==> config.mk <==
export PLATFORM = sky130hd
export DESIGN_NAME = dwa_post
export DESIGN_NICKNAME = d
export VERILOG_FILES = /design/src/rtl/dwa_pkg.sv /design/src/rtl/dwa_post.sv
export SDC_FILE = /design/constraint.sdc
export NUM_CORES = 2
export LEC_CHECK = 0
export ABC_AREA = 1
export ABC_CLOCK_PERIOD_IN_PS = 7250
export BUFFER_PORTS_ARGS = -buffer_cell sky130_fd_sc_hd__buf_4
export CORE_MARGIN = 2
export CORE_UTILIZATION = 50
export CTS_BUF_LIST = sky130_fd_sc_hd__clkbuf_4
export DETAILED_ROUTE_END_ITERATION = 7
export PLACE_DENSITY = 0.65
export SYNTH_ARGS = -nofsm -noshare
export SYNTH_HDL_FRONTEND = slang
export SYNTH_SLANG_ARGS = --single-unit
==> constraint.sdc <==
create_clock -name clk -period 7.25 [get_ports clk]
set_clock_uncertainty 0.15 [all_clocks]
set_input_delay 0.725 -clock clk [delete_from_list [all_inputs] [get_ports clk]]
set_output_delay 0.725 -clock clk [all_outputs]
set_load 0.01 [all_outputs]
==> src/rtl/dwa_pkg.sv <==
// ----------------------------------------------------------------------------
// dwa_pkg
// Shared constants, status codes and control types of the dual-wavelength
// absorbance pipeline.
// ----------------------------------------------------------------------------
package dwa_pkg;

    localparam int COUNT_BITS_DEF = 16;
    localparam int FRAC_BITS_DEF  = 16;

    localparam int IN_FIELD_W = 16;
    localparam int NUM_FIELDS = 6;
    localparam int IN_DATA_W  = IN_FIELD_W * NUM_FIELDS;

    localparam int WORK_FRAC  = 36;
    localparam int LOG_FRAC   = 30;
    localparam int MANT_W     = LOG_FRAC + 1;
    localparam int P_W        = 5;
    localparam int LOG_W      = LOG_FRAC + P_W;
    localparam int NUM_LOGS   = 4;

    localparam int L10_W      = 27;
    localparam logic [L10_W-1:0] LOG10_2_Q28 = 27'd80807124;
    localparam int L10_SHIFT  = LOG_FRAC + 28 - WORK_FRAC;

    localparam int OUT_W      = 34;
    localparam int OUT_DATA_W = ((OUT_W + 7) / 8) * 8;
    localparam int STATUS_W   = 2;

    // Log lanes.
    localparam int LG_NA = 0;
    localparam int LG_DA = 1;
    localparam int LG_NB = 2;
    localparam int LG_DB = 3;

    typedef enum logic [STATUS_W-1:0] {
        ST_OK          = 2'd0,
        ST_MAIN_NONPOS = 2'd1,
        ST_ZERO_DEN    = 2'd2,
        ST_BASE_NONPOS = 2'd3
    } status_t;

    typedef struct packed {
        logic    valid;
        status_t status;
    } ctl_t;

endpackage

==> src/rtl/dwa_post.sv <==
// ----------------------------------------------------------------------------
// dwa_post
// Tail stages: log2 difference, scaling to log10, case merge, rounding
// and saturation to the signed output format.
// ----------------------------------------------------------------------------
module dwa_post #(
    parameter int COUNT_BITS = dwa_pkg::COUNT_BITS_DEF,
    parameter int FRAC_BITS  = dwa_pkg::FRAC_BITS_DEF
) (
    input  logic                                            clk,
    input  logic                                            rst_n,
    input  logic                                            en,
    input  dwa_pkg::ctl_t                                   ctl_in,
    input  logic [dwa_pkg::NUM_LOGS-1:0][dwa_pkg::P_W-1:0]      pos_in,
    input  logic [dwa_pkg::NUM_LOGS-1:0][dwa_pkg::LOG_FRAC-1:0] frac_in,
    input  logic [COUNT_BITS+dwa_pkg::WORK_FRAC-1:0]        quo_in,
    output dwa_pkg::ctl_t                                   ctl_out,
    output logic [dwa_pkg::OUT_W-1:0]                       absorbance
);
    import dwa_pkg::*;

    localparam int QB    = COUNT_BITS + WORK_FRAC;
    localparam int DW    = LOG_W + 2;
    localparam int MW    = LOG_W + 1;
    localparam int V_W   = MW + L10_W - L10_SHIFT;
    localparam int WK_W  = QB + 2;
    localparam int SH    = WORK_FRAC - FRAC_BITS;
    localparam logic [WK_W-1:0] HALF = WK_W'(1) << (SH - 1);
    localparam logic [WK_W-1:0] LIM  = WK_W'(1) << (OUT_W - 1);

    // Stage A: log2 difference.
    logic [DW-1:0]  main_d, base_d, d2;
    logic [LOG_W-1:0] lg [NUM_LOGS];
    ctl_t           a_ctl_reg;
    logic [MW-1:0]  a_mag_reg, a_mag_next;
    logic           a_neg_reg;
    logic [QB-1:0]  a_quo_reg;

    // Stage B: scaling by log10(2).
    logic [MW+L10_W-1:0] prod;
    ctl_t           b_ctl_reg;
    logic [V_W-1:0] b_v_reg;
    logic           b_neg_reg;
    logic [QB-1:0]  b_quo_reg;

    // Stage C: merge, round, saturate.
    logic [WK_W-1:0] sv, work, wmag, rnd, lim_mag, res;
    logic            wneg;
    ctl_t            c_ctl_reg;
    logic [OUT_W-1:0] c_abs_reg, c_abs_next;

    always_comb
    begin
        for (int j = 0; j < NUM_LOGS; j++)
        begin
            lg[j] = {pos_in[j], frac_in[j]};
        end
    end

    assign main_d = DW'(lg[LG_NA]) - DW'(lg[LG_DA]);
    assign base_d = DW'(lg[LG_NB]) - DW'(lg[LG_DB]);
    assign d2     = (ctl_in.status == ST_OK) ? main_d - base_d : main_d;
    assign a_mag_next = d2[DW-1] ? MW'(-d2) : d2[MW-1:0];

    assign prod = (MW+L10_W)'(a_mag_reg) * (MW+L10_W)'(LOG10_2_Q28);

    assign sv = b_neg_reg ? -WK_W'(b_v_reg) : WK_W'(b_v_reg);

    always_comb
    begin
        case (b_ctl_reg.status)
            ST_OK:          work = sv;
            ST_MAIN_NONPOS: work = -WK_W'(b_quo_reg);
            ST_ZERO_DEN:    work = '0;
            ST_BASE_NONPOS: work = sv + WK_W'(b_quo_reg);
            default:        work = '0;
        endcase
    end

    assign wneg    = work[WK_W-1];
    assign wmag    = wneg ? -work : work;
    assign rnd     = (wmag + HALF) >> SH;
    assign lim_mag = wneg ? ((rnd > LIM) ? LIM : rnd)
                          : ((rnd > LIM - WK_W'(1)) ? LIM - WK_W'(1) : rnd);
    assign res     = wneg ? -lim_mag : lim_mag;
    assign c_abs_next = res[OUT_W-1:0];

    always_ff @(posedge clk or negedge rst_n)
    begin
        if (!rst_n)
        begin
            a_ctl_reg <= '{valid: 1'b0, status: ST_OK};
            b_ctl_reg <= '{valid: 1'b0, status: ST_OK};
            c_ctl_reg <= '{valid: 1'b0, status: ST_OK};
        end
        else if (en)
        begin
            a_ctl_reg <= ctl_in;
            b_ctl_reg <= a_ctl_reg;
            c_ctl_reg <= b_ctl_reg;
        end
    end

    always_ff @(posedge clk)
    begin
        if (en)
        begin
            a_mag_reg <= a_mag_next;
            a_neg_reg <= d2[DW-1];
            a_quo_reg <= quo_in;
            b_v_reg   <= prod[L10_SHIFT +: V_W];
            b_neg_reg <= a_neg_reg;
            b_quo_reg <= a_quo_reg;
            c_abs_reg <= c_abs_next;
        end
    end

    assign ctl_out    = c_ctl_reg;
    assign absorbance = c_abs_reg;

endmodule

==> summary.md <==
| Metric | Value |
|---|---|
| Clk_lat worst skew | `roughly 0.84 ns` |
| Register bit total from synthesis | `between 200 and 250` |
| Vias per cell | `between 5 and 6` |
| Worst slew margin | `0.4096` |
| Drc violations | `0` |
| Top-count cell post-synth | `nand2_1` |
| Placed inst area | `0.04571 sq mm` |
| Post-route clock period utilization | `0.9645` |
| Routed wire per std cell | `~18 um` |
| Post-synthesis sequential area ratio | `0.1725` |
| Crit. End Element | `flip-flop` |
| Cell accounting for the most synthesized area | `edfxtp_1` |
| Chip height | `283.6 um` |
| Setup WS pre-CTS | `-0.1536 ns` |
| Max Freq | `about 140 MHz` |
| Synth area leaders | `edfxtp_1 17%, ha_1 16%, nand2_1 14%` |
| Cell variety after synth | `59` |
| Buf/Inv on CP | `8` |
| Number of synthesized flops with an enable pin | `around 220` |
| Syn Area/Cell | `6.882 sq um` |
| CTS tree | `yes` |
| Endpoints failing hold | `0` |
| CTS Root Cell | `clkbuf_4` |
| Sum Neg Setup Slack | `0 ns` |
| Reg clk slew, reported paths | `about 0.070 ns` |
| Ys async rst share | `0.03982` |
| Fin area | `roughly 0.05 sq mm` |
| Post-synth top cells | `1424 x nand2_1, 1220 x inv_1, 514 x ha_1` |
| CP arrival | `7.42 ns` |
| Io pins | `235` |
| CTS Buf Count | `68` |
| Fraction of layout cells with a size suffix above 1 | `0.1969` |
| Tot GR Track Use | `0.3247` |
| Hpwl dp | `~110000 um` |
| Drt first-iter violations | `2697` |
| IO buf count | `around 230` |
| Worst-path fanout max | `6` |
| Delay of the slowest critical-path stage | `0.54 ns` |
| CP top delay family | `adder cells` |
| Crit path required time | `7.68 ns` |
| Die area | `about 0.080 sq mm` |
| Area Overhead vs Synth | `24.28%` |
| Mapped cell area | `a little under 0.04 sq mm` |
| Worst-Margin Slew | `approximately 0.89 ns` |
| Vias in the first global route | `~40000` |
| Core Region | `0.07747 sq mm` |
| Max_cap viols | `0` |
| Row Count | `about 100` |
| Tightest Hold Check Type | `input pin to asynchronous set/reset pin` |
| Max Root-Sink Buffers | `3` |
| Placer congestion estimate | `1.113` |
| Fin crit period | `around 7 ns` |
| CP startpoint kind | `flip-flop` |
| Initial antenna violation count | `5` |
| Vias | `between 30000 and 40000` |
| Final WL | `between 100000 and 150000 um` |
| Initial core utilization | `0.5045` |
| First-pass GRT wire length | `204500 um` |
| Htree depth | `3` |
| Largest net degree at the start of global routing | `95` |
| WS Path Type | `flip-flop to flip-flop` |
| Setup violations, final | `0` |
| Ys Warns | `0` |
| GRT Residual Overflow | `0` |
| Most used DFF post-synth | `edfxtp_1` |
| Syn_nets | `6637` |
| Die Span X | `about 280 um` |
| Fin Hold WS | `~0.17 ns` |
| ANT nets after route | `0` |
| Yosys top cell area share | `0.1667` |
| Worst path slowest cell | `fa_1` |
| Pre-Repair DR Iteration Count | `6` |
| Clk sinks | `roughly 230` |
| Post-Syn Instances | `roughly 5700` |
| Smallest setup slack after layout | `~0.26 ns` |
| RSZ-0062 raised after global routing | `yes` |
| Nets@finish | `between 7000 and 8000` |
| Outcome | `completed` |
| Slew Viols, Final | `0` |
==> cells by family after synthesis <==
logic type | share of synthesized area
flops | 0.1725
mux | 0.001120
compound gates | 0.07411
simple gates | 0.2962
buf+inv | 0.1264
fa+ha+maj | 0.2906
xor+xnor | 0.03915
==> layer usage <==
layer / global-route usage / share of wire / routed length (um) / vias to the layer above
met5: 0 / 0.00026 / 34 / -
li1: - / - / - / 19710
met4: 0.1681 / 0.058 / 7716 / 4
met3: 0.04831 / 0.063 / 8464 / 324
met1: 0.3854 / 0.40 / 53470 / 18190
met2: 0.5686 / 0.48 / 63610 / 1193
==> worst reg2reg max path: cells and delay by family, from the launching register on <==
| kind | cells | cell delay, ns |
|---|---|---|
| buffers and inverters | 8 | 0.88 |
| DFF | 1 | 0.45 |
| adders and majority gates | 8 | 3.57 |
| and+or+nand+nor | 1 | 0.12 |
| xor gates and xnor gates | 1 | 0.17 |
| AOI/OAI and AO/OA | 9 | 1.44 |
==> final timing paths <==
kind	from	endpoint	slack, ns	cells past startpoint
hold reg to reg	a_quo_reg[19]	b_quo_reg[19]	0.22	0
setup / recovery	a_mag_reg[7]	b_v_reg[39]	0.26	27
setup reg to reg	a_mag_reg[7]	b_v_reg[39]	0.26	27
hold / removal	rst_n	b_ctl_reg[2]	0.17	2
max in group asynchronous	rst_n	ctl_out[0]	6.63	2
min in group clk	a_quo_reg[19]	b_quo_reg[19]	0.22	0
==> per-stage QoR <==
stage | instances | util
after CTS | 7569 | 0.6080
final | 7598 | 0.6270
after detailed placement | 7405 | 0.5901
after global placement | 7405 | 0.5901
after floorplan | 5679 | -
after global routing | 7597 | 0.6270
==> area by class of cell <==
type | count | area (sq um)
flip-flops and latches | 226 | 6741
clock inverters | 23 | 182.7
clock buffers | 85 | 638.1
multi-input cells | 4155 | 28640
diodes | 3 | 7.507
fillers | 7304 | 28890
repair buffers | 817 | 6372
well taps | 1040 | 1301
inverters | 1249 | 4688
==> cell usage in the layout, fill, tap and decap left out, types with 27 or more instances in the layout <==
master and count:
buf_4 751, nor2_1 386, nand2_1 1364, fa_1 246
inv_1 1207, nand3b_1 27, xor2_1 87, nand3_2 37
nand3_1 443, edfxtp_1 217, nor2_4 49, clkbuf_4 85
o21ai_1 30, nand2_2 82, nor2_2 113, ha_1 494
a21oi_1 240, xnor2_1 78, o21ai_0 147, nand4_1 81
inv_2 39, dlygate4sd3_1 56
==> what timing repair did <==
action	in CTS	in global routing
pin swaps	0	57
hold endpoints to repair	64	0
hold buffers	56	0
buffers inserted	0	25
resized for setup	2	343
cloned	0	1
setup endpoints to repair	3	44
Power is left out: the tool's default activity adds up to more than one toggle a clock period on the data nets, which glitch-free logic cannot reach.
