File: config.mk
export PLATFORM = sky130hd
export DESIGN_NAME = dwa_prep
export DESIGN_NICKNAME = d
export VERILOG_FILES = /design/src/rtl/dwa_pkg.sv /design/src/rtl/dwa_prep.sv
export SDC_FILE = /design/constraint.sdc
export NUM_CORES = 1
export LEC_CHECK = 0
export ABC_AREA = 1
export BUFFER_PORTS_ARGS = -buffer_cell sky130_fd_sc_hd__buf_2
export CORE_MARGIN = 8
export CORE_UTILIZATION = 40
export DETAILED_ROUTE_END_ITERATION = 10
export PLACE_DENSITY = 0.73
export SLEW_MARGIN = 20
export SYNTH_ARGS = -nofsm -noshare
export SYNTH_HDL_FRONTEND = slang
export SYNTH_SLANG_ARGS = --single-unit
File: constraint.sdc
create_clock -name clk -period 0.8 [get_ports clk]
set_input_delay 0.16 -clock clk [delete_from_list [all_inputs] [get_ports clk]]
set_output_delay 0.16 -clock clk [all_outputs]
set_load 0.03 [all_outputs]
File: src/rtl/dwa_pkg.sv
// ----------------------------------------------------------------------------
// dwa_pkg
// Shared constants, status codes and control types of the dual-wavelength
// absorbance pipeline.
// ----------------------------------------------------------------------------
package dwa_pkg;

    localparam int COUNT_BITS_DEF = 16;
    localparam int FRAC_BITS_DEF  = 16;

    localparam int IN_FIELD_W = 16;
    localparam int NUM_FIELDS = 6;
    localparam int IN_DATA_W  = IN_FIELD_W * NUM_FIELDS;

    localparam int WORK_FRAC  = 36;
    localparam int LOG_FRAC   = 30;
    localparam int MANT_W     = LOG_FRAC + 1;
    localparam int P_W        = 5;
    localparam int LOG_W      = LOG_FRAC + P_W;
    localparam int NUM_LOGS   = 4;

    localparam int L10_W      = 27;
    localparam logic [L10_W-1:0] LOG10_2_Q28 = 27'd80807124;
    localparam int L10_SHIFT  = LOG_FRAC + 28 - WORK_FRAC;

    localparam int OUT_W      = 34;
    localparam int OUT_DATA_W = ((OUT_W + 7) / 8) * 8;
    localparam int STATUS_W   = 2;

    // Log lanes.
    localparam int LG_NA = 0;
    localparam int LG_DA = 1;
    localparam int LG_NB = 2;
    localparam int LG_DB = 3;

    typedef enum logic [STATUS_W-1:0] {
        ST_OK          = 2'd0,
        ST_MAIN_NONPOS = 2'd1,
        ST_ZERO_DEN    = 2'd2,
        ST_BASE_NONPOS = 2'd3
    } status_t;

    typedef struct packed {
        logic    valid;
        status_t status;
    } ctl_t;

endpackage

File: src/rtl/dwa_prep.sv
// ----------------------------------------------------------------------------
// dwa_prep
// Entry stage: pixel differences, case decode, divider operand choice and
// log mantissa normalization.
// ----------------------------------------------------------------------------
module dwa_prep #(
    parameter int COUNT_BITS = dwa_pkg::COUNT_BITS_DEF
) (
    input  logic                                        clk,
    input  logic                                        rst_n,
    input  logic                                        en,
    input  logic                                        in_valid,
    input  logic [dwa_pkg::IN_DATA_W-1:0]               in_data,
    output dwa_pkg::ctl_t                               ctl,
    output logic [dwa_pkg::NUM_LOGS-1:0][dwa_pkg::P_W-1:0]    pos,
    output logic [dwa_pkg::NUM_LOGS-1:0][dwa_pkg::MANT_W-1:0] mant,
    output logic [COUNT_BITS+dwa_pkg::WORK_FRAC-1:0]    num,
    output logic [COUNT_BITS-1:0]                       den
);
    import dwa_pkg::*;

    localparam int CB = COUNT_BITS;
    localparam int QB = CB + WORK_FRAC;

    logic [CB-1:0]  ra, dka, sa, rb, dkb, sb;
    logic [CB:0]    na, da, nb, db;
    logic [CB-1:0]  mag [NUM_LOGS];
    logic           main_nonpos;
    status_t        status_c;

    ctl_t                                ctl_reg, ctl_next;
    logic [NUM_LOGS-1:0][P_W-1:0]        pos_reg, pos_next;
    logic [NUM_LOGS-1:0][MANT_W-1:0]     mant_reg, mant_next;
    logic [QB-1:0]                       num_reg, num_next;
    logic [CB-1:0]                       den_reg, den_next;

    // Each count field is cut down to, or zero-extended to, COUNT_BITS bits.
    assign ra  = CB'(in_data[0*IN_FIELD_W +: IN_FIELD_W]);
    assign dka = CB'(in_data[1*IN_FIELD_W +: IN_FIELD_W]);
    assign sa  = CB'(in_data[2*IN_FIELD_W +: IN_FIELD_W]);
    assign rb  = CB'(in_data[3*IN_FIELD_W +: IN_FIELD_W]);
    assign dkb = CB'(in_data[4*IN_FIELD_W +: IN_FIELD_W]);
    assign sb  = CB'(in_data[5*IN_FIELD_W +: IN_FIELD_W]);

    assign na = {1'b0, ra} - {1'b0, dka};
    assign da = {1'b0, sa} - {1'b0, dka};
    assign nb = {1'b0, rb} - {1'b0, dkb};
    assign db = {1'b0, sb} - {1'b0, dkb};

    assign mag[LG_NA] = na[CB] ? CB'(-na) : na[CB-1:0];
    assign mag[LG_DA] = da[CB] ? CB'(-da) : da[CB-1:0];
    assign mag[LG_NB] = nb[CB] ? CB'(-nb) : nb[CB-1:0];
    assign mag[LG_DB] = db[CB] ? CB'(-db) : db[CB-1:0];

    assign main_nonpos = (na == '0) || (na[CB] != da[CB]);

    always_comb
    begin
        if (da == '0)
        begin
            status_c = ST_ZERO_DEN;
        end
        else if (main_nonpos)
        begin
            status_c = ST_MAIN_NONPOS;
        end
        else if (db == '0)
        begin
            status_c = ST_ZERO_DEN;
        end
        else if ((nb == '0) || (nb[CB] != db[CB]))
        begin
            status_c = ST_BASE_NONPOS;
        end
        else
        begin
            status_c = ST_OK;
        end
    end

    // Normalize each magnitude so that its leading one sits at bit LOG_FRAC.
    always_comb
    begin
        logic [P_W-1:0] p;
        for (int j = 0; j < NUM_LOGS; j++)
        begin
            p = '0;
            for (int i = 0; i < CB; i++)
            begin
                if (mag[j][i])
                begin
                    p = P_W'(i);
                end
            end
            pos_next[j]  = p;
            mant_next[j] = MANT_W'(mag[j]) << (P_W'(LOG_FRAC) - p);
        end
    end

    assign ctl_next = '{valid: in_valid, status: status_c};
    assign num_next = main_nonpos ? {mag[LG_NA], {WORK_FRAC{1'b0}}}
                                  : {mag[LG_NB], {WORK_FRAC{1'b0}}};
    assign den_next = main_nonpos ? mag[LG_DA] : mag[LG_DB];

    always_ff @(posedge clk or negedge rst_n)
    begin
        if (!rst_n)
        begin
            ctl_reg <= '{valid: 1'b0, status: ST_OK};
        end
        else if (en)
        begin
            ctl_reg <= ctl_next;
        end
    end

    always_ff @(posedge clk)
    begin
        if (en)
        begin
            pos_reg  <= pos_next;
            mant_reg <= mant_next;
            num_reg  <= num_next;
            den_reg  <= den_next;
        end
    end

    assign ctl  = ctl_reg;
    assign pos  = pos_reg;
    assign mant = mant_reg;
    assign num  = num_reg;
    assign den  = den_reg;

endmodule

==> flow_metrics.tcl <==
set metrics [dict create \
    run_status "finished, violations left" \
    failed_checks "setup timing" \
    place_hpwl_mm 50.5 \
    routed_wire_length_per_instance_um 20.8 \
    die_area_um2 48100 \
    path_clk_slew_ps 80 \
    synth.largest_area_cell "sky130_fd_sc_hd__edfxtp_1" \
    synthDistinctLibCells 50 \
    lkg_pwr_nw 14.8 \
    max_cap_viol 0 \
    synthesis.instances 2415 \
    critical-path-slowest-cell "sky130_fd_sc_hd__fa_2" \
    drt_iter0_markers 2220 \
    synth.area.top_cells "sky130_fd_sc_hd__edfxtp_1 31%, sky130_fd_sc_hd__nand2_1 18%, sky130_fd_sc_hd__nand3_1 13%" \
    portBuffers 274 \
    ys_seq_area_share_pct 31.7 \
    timing.final.hold_violations 0 \
    finalMaxSlewViolations 0 \
    cts_root_buf "sky130_fd_sc_hd__clkbuf_16" \
    setup_slack_ps -2910 \
    ys_ff_latch 175 \
    firstDrtPassIters 9 \
    total_global_routing_overflow 0 \
    required_ps 1010 \
    post_route_cells_drive_above_1_share_pct 59.5 \
    endpoint_kind "flop" \
    rsz_0062_raised_after_global_routing "yes" \
    largest_register_ffs 124 \
    number_of_placement_rows 74 \
    cts_buffer_depth 2 \
    dp.cells 3784 \
    finish.instance_area_um2 31200 \
    path_class "input port to flop" \
    worst_hold_path_type "input port to async pin" \
    power_frac_seq_pct 14.0 \
    area.growth.synth_to_final_pct 88.4 \
    p_comb_share_pct 77.5 \
    totalWireLength_mm 83.4 \
    p_int_w 0.0520 \
    route.vias.total 22600 \
    tritoncts_clock_tree "yes" \
    hold-worst-slack_ps 38.9 \
    yosys-top-cells-count "793 x sky130_fd_sc_hd__nand2_1, 431 x sky130_fd_sc_hd__nand3_1, 246 x sky130_fd_sc_hd__inv_1, 172 x sky130_fd_sc_hd__edfxtp_1, 163 x sky130_fd_sc_hd__nor2_1" \
    power_share_of_the_clock_group_pct 8.5 \
    chipHeight_um 219 \
    placement.cell_area_um2 24100 \
    ant_nets 0 \
    synth-warning-count 0 \
    synth_xor_xnor_area_share_pct 3.35 \
    synth_top_family_by_area "simple AND/OR/NAND/NOR gates" \
    largest_fanout_of_any_net_on_the_critical_path 7 \
    tritoncts.num_buffers 17 \
    floorplan.core_area_um2 40800 \
    first_pass_grt_wire_length_mm 111 \
    synth.mux.area_fraction_pct 0 \
    worst_skew_pair.late_latency_ps 470 \
    pin_count 315 \
    pwr_density_cell_nw_per_um2 3490 \
    worst_ep_arrival_time_ps 3920 \
    placer_congestion 0.965 \
    synth_area_um2 16500 \
    die_w_um 219 \
    h_tree_lvl_count 4 \
    grt_usage_pct 28.7 \
    vias_in_the_first_global_route 21500 \
    worst_path_largest_cell_delay_ps 380 \
    final-instance-count-excl-fill 4008 \
    fin_crit_ps 3710 \
    postSynth.topFlopCell "sky130_fd_sc_hd__edfxtp_1" \
    preCtsSetupSlack_ps -3400 \
    max-vdd-ir-drop_uv 2280 \
    synth-edff-count 172 \
    setup_viol_count_final 322 \
    switching_share_pct 52.2 \
    synth_top_area_share_pct 31.2 \
    detail_route.vias_per_cell 5.64 \
    fin_util_pct 76.3 \
    switching_power_w 0.0567 \
    worst_clock_skew_ps 0 \
    avgSynthCellArea_um2 6.85 \
    post-synth-top-count-cell "sky130_fd_sc_hd__nand2_1" \
    postSynth.asyncResetShare_pct 1.71 \
    max_clock_freq_mhz 270 \
    antenna-diode-count 0 \
    kind_of_start_point_of_the_critical_path "input port" \
    clkSinkCount 175 \
    synth_compound_gate_area_share_pct 6.74 \
    final_cycle_utilization_of_the_critical_path_pct 463 \
    synthAdderAreaFrac_pct 5.85 \
    layout.nets 3638 \
    antenna_found_initial 0 \
    starting_density_pct 40.5 \
    yosys.area_share.simple_pct 41.8 \
    remaining_drc_errors 0 \
    pin_count_of_the_biggest_net_entering_global_routing 36 \
]
layer usage:
layer  share of wire (%)  up-vias  global-route usage, %
li1                    -    10000                      -
met1                  36    10500                   34.1
met2                  48     1524                   49.8
met3                 8.7      539                   4.60
met4                 7.6        0                   14.0
met5                   0        -                      0
timing repair:
action | CTS | global route
setup endpoints to repair | 322 | 322
setup buffers | 121 | 57
hold endpoints to repair | 4 | 0
resized for setup | 653 | 455
pin swaps | 327 | 221
hold buffers | 2 | 0
cloned | 14 | 3
through the flow:
stage	power, W	setup TNS (ps)
floorplan	0.0518	-366810
global placement	0.0697	-447630
detailed placement	0.0705	-456000
CTS	0.0931	-392860
global route	0.113	-457610
finish	0.109	-433540
worst max-delay path: cells and delay by family:
family | cells | cell delay (ps)
xor+xnor | 1 | 110
fa+ha+maj | 3 | 670
buf+inv | 8 | 840
simple gates | 19 | 2110
final timing paths:
kind / start / end / slack, ps / cells after the start
worst min register to register: ctl[2]$_DFFE_PN0P_ / ctl[2]$_DFFE_PN0P_ / 550 / 2
worst max register to register: ctl[1]$_DFFE_PN0P_ / ctl[1]$_DFFE_PN0P_ / 20 / 2
min in group clk: en / num[40]$_DFFE_PP_ / 110 / 2
max in group asynchronous: rst_n / ctl[2]$_DFFE_PN0P_ / 610 / 2
worst max-delay path: in_data[80] / mant[122]$_DFFE_PP_ / -2910 / 31
worst min-delay path: rst_n / ctl[0]$_DFFE_PN0P_ / 40 / 2
layout by cell type (no fill, tap or decap), types with 9 or more instances in the layout:
master,synthesis,layout
sky130_fd_sc_hd__buf_4,58,646
sky130_fd_sc_hd__nand2_1,793,532
sky130_fd_sc_hd__buf_2,21,263
sky130_fd_sc_hd__nand2_2,45,229
sky130_fd_sc_hd__inv_1,246,177
sky130_fd_sc_hd__edfxtp_1,172,172
sky130_fd_sc_hd__nand3_4,0,153
sky130_fd_sc_hd__nand3_2,18,152
sky130_fd_sc_hd__nand3_1,431,144
sky130_fd_sc_hd__buf_6,13,102
sky130_fd_sc_hd__nor2_1,163,90
sky130_fd_sc_hd__nand2_4,9,78
sky130_fd_sc_hd__conb_1,1,67
sky130_fd_sc_hd__inv_2,18,59
sky130_fd_sc_hd__nor2_4,7,49
sky130_fd_sc_hd__nor2_2,13,44
sky130_fd_sc_hd__ha_1,71,43
sky130_fd_sc_hd__nand4_1,37,37
sky130_fd_sc_hd__o21ai_1,13,33
sky130_fd_sc_hd__a21oi_1,58,32
sky130_fd_sc_hd__buf_12,0,29
sky130_fd_sc_hd__o21ai_2,6,28
sky130_fd_sc_hd__ha_4,0,27
sky130_fd_sc_hd__a21oi_2,13,25
sky130_fd_sc_hd__o21ai_0,73,20
sky130_fd_sc_hd__inv_4,0,19
sky130_fd_sc_hd__clkbuf_16,0,17
sky130_fd_sc_hd__a21oi_4,0,14
sky130_fd_sc_hd__nand2_8,0,14
sky130_fd_sc_hd__o21ai_4,0,11
sky130_fd_sc_hd__xnor2_2,7,11
sky130_fd_sc_hd__o211ai_1,11,11
sky130_fd_sc_hd__xor2_2,6,10
sky130_fd_sc_hd__nor3_2,2,9
layout make-up:
type / instances / area, um^2
Sequential cell: 175 / 5240
Fill cell: 2570 / 9670
Timing Repair Buffer: 1052 / 8070
Multi-Input combinational cell: 1939 / 15300
Inverter: 270 / 1200
Tap cell: 532 / 666
Timing Repair inverter: 8 / 92.6
Clock buffer: 18 / 429
Clock inverter: 14 / 199
power groups by stage:
stage / clock, W / combinational (W) / sequential, W
6_report: 0.00922 / 0.0843 / 0.0152
5_1_grt: 0.00957 / 0.0880 / 0.0154
4_1_cts: 0.00920 / 0.0688 / 0.0151
3_5_place_dp: 0 / 0.0552 / 0.0153
3_3_place_gp: 0 / 0.0545 / 0.0152
2_1_floorplan: 0 / 0.0307 / 0.0211
kinds of logic (layout without fill, tap and decap cells):
group / after synthesis / count (layout)
AND/OR/NAND/NOR: 1548 / 1554
buffers and inverters: 373 / 1362
AO/OA/AOI/OAI: 193 / 193
flip-flops: 175 / 175
adder cells (fa/ha/maj): 75 / 75
XOR/XNOR: 50 / 50
other: 1 / 67
Power figures use the tool's default switching activity.
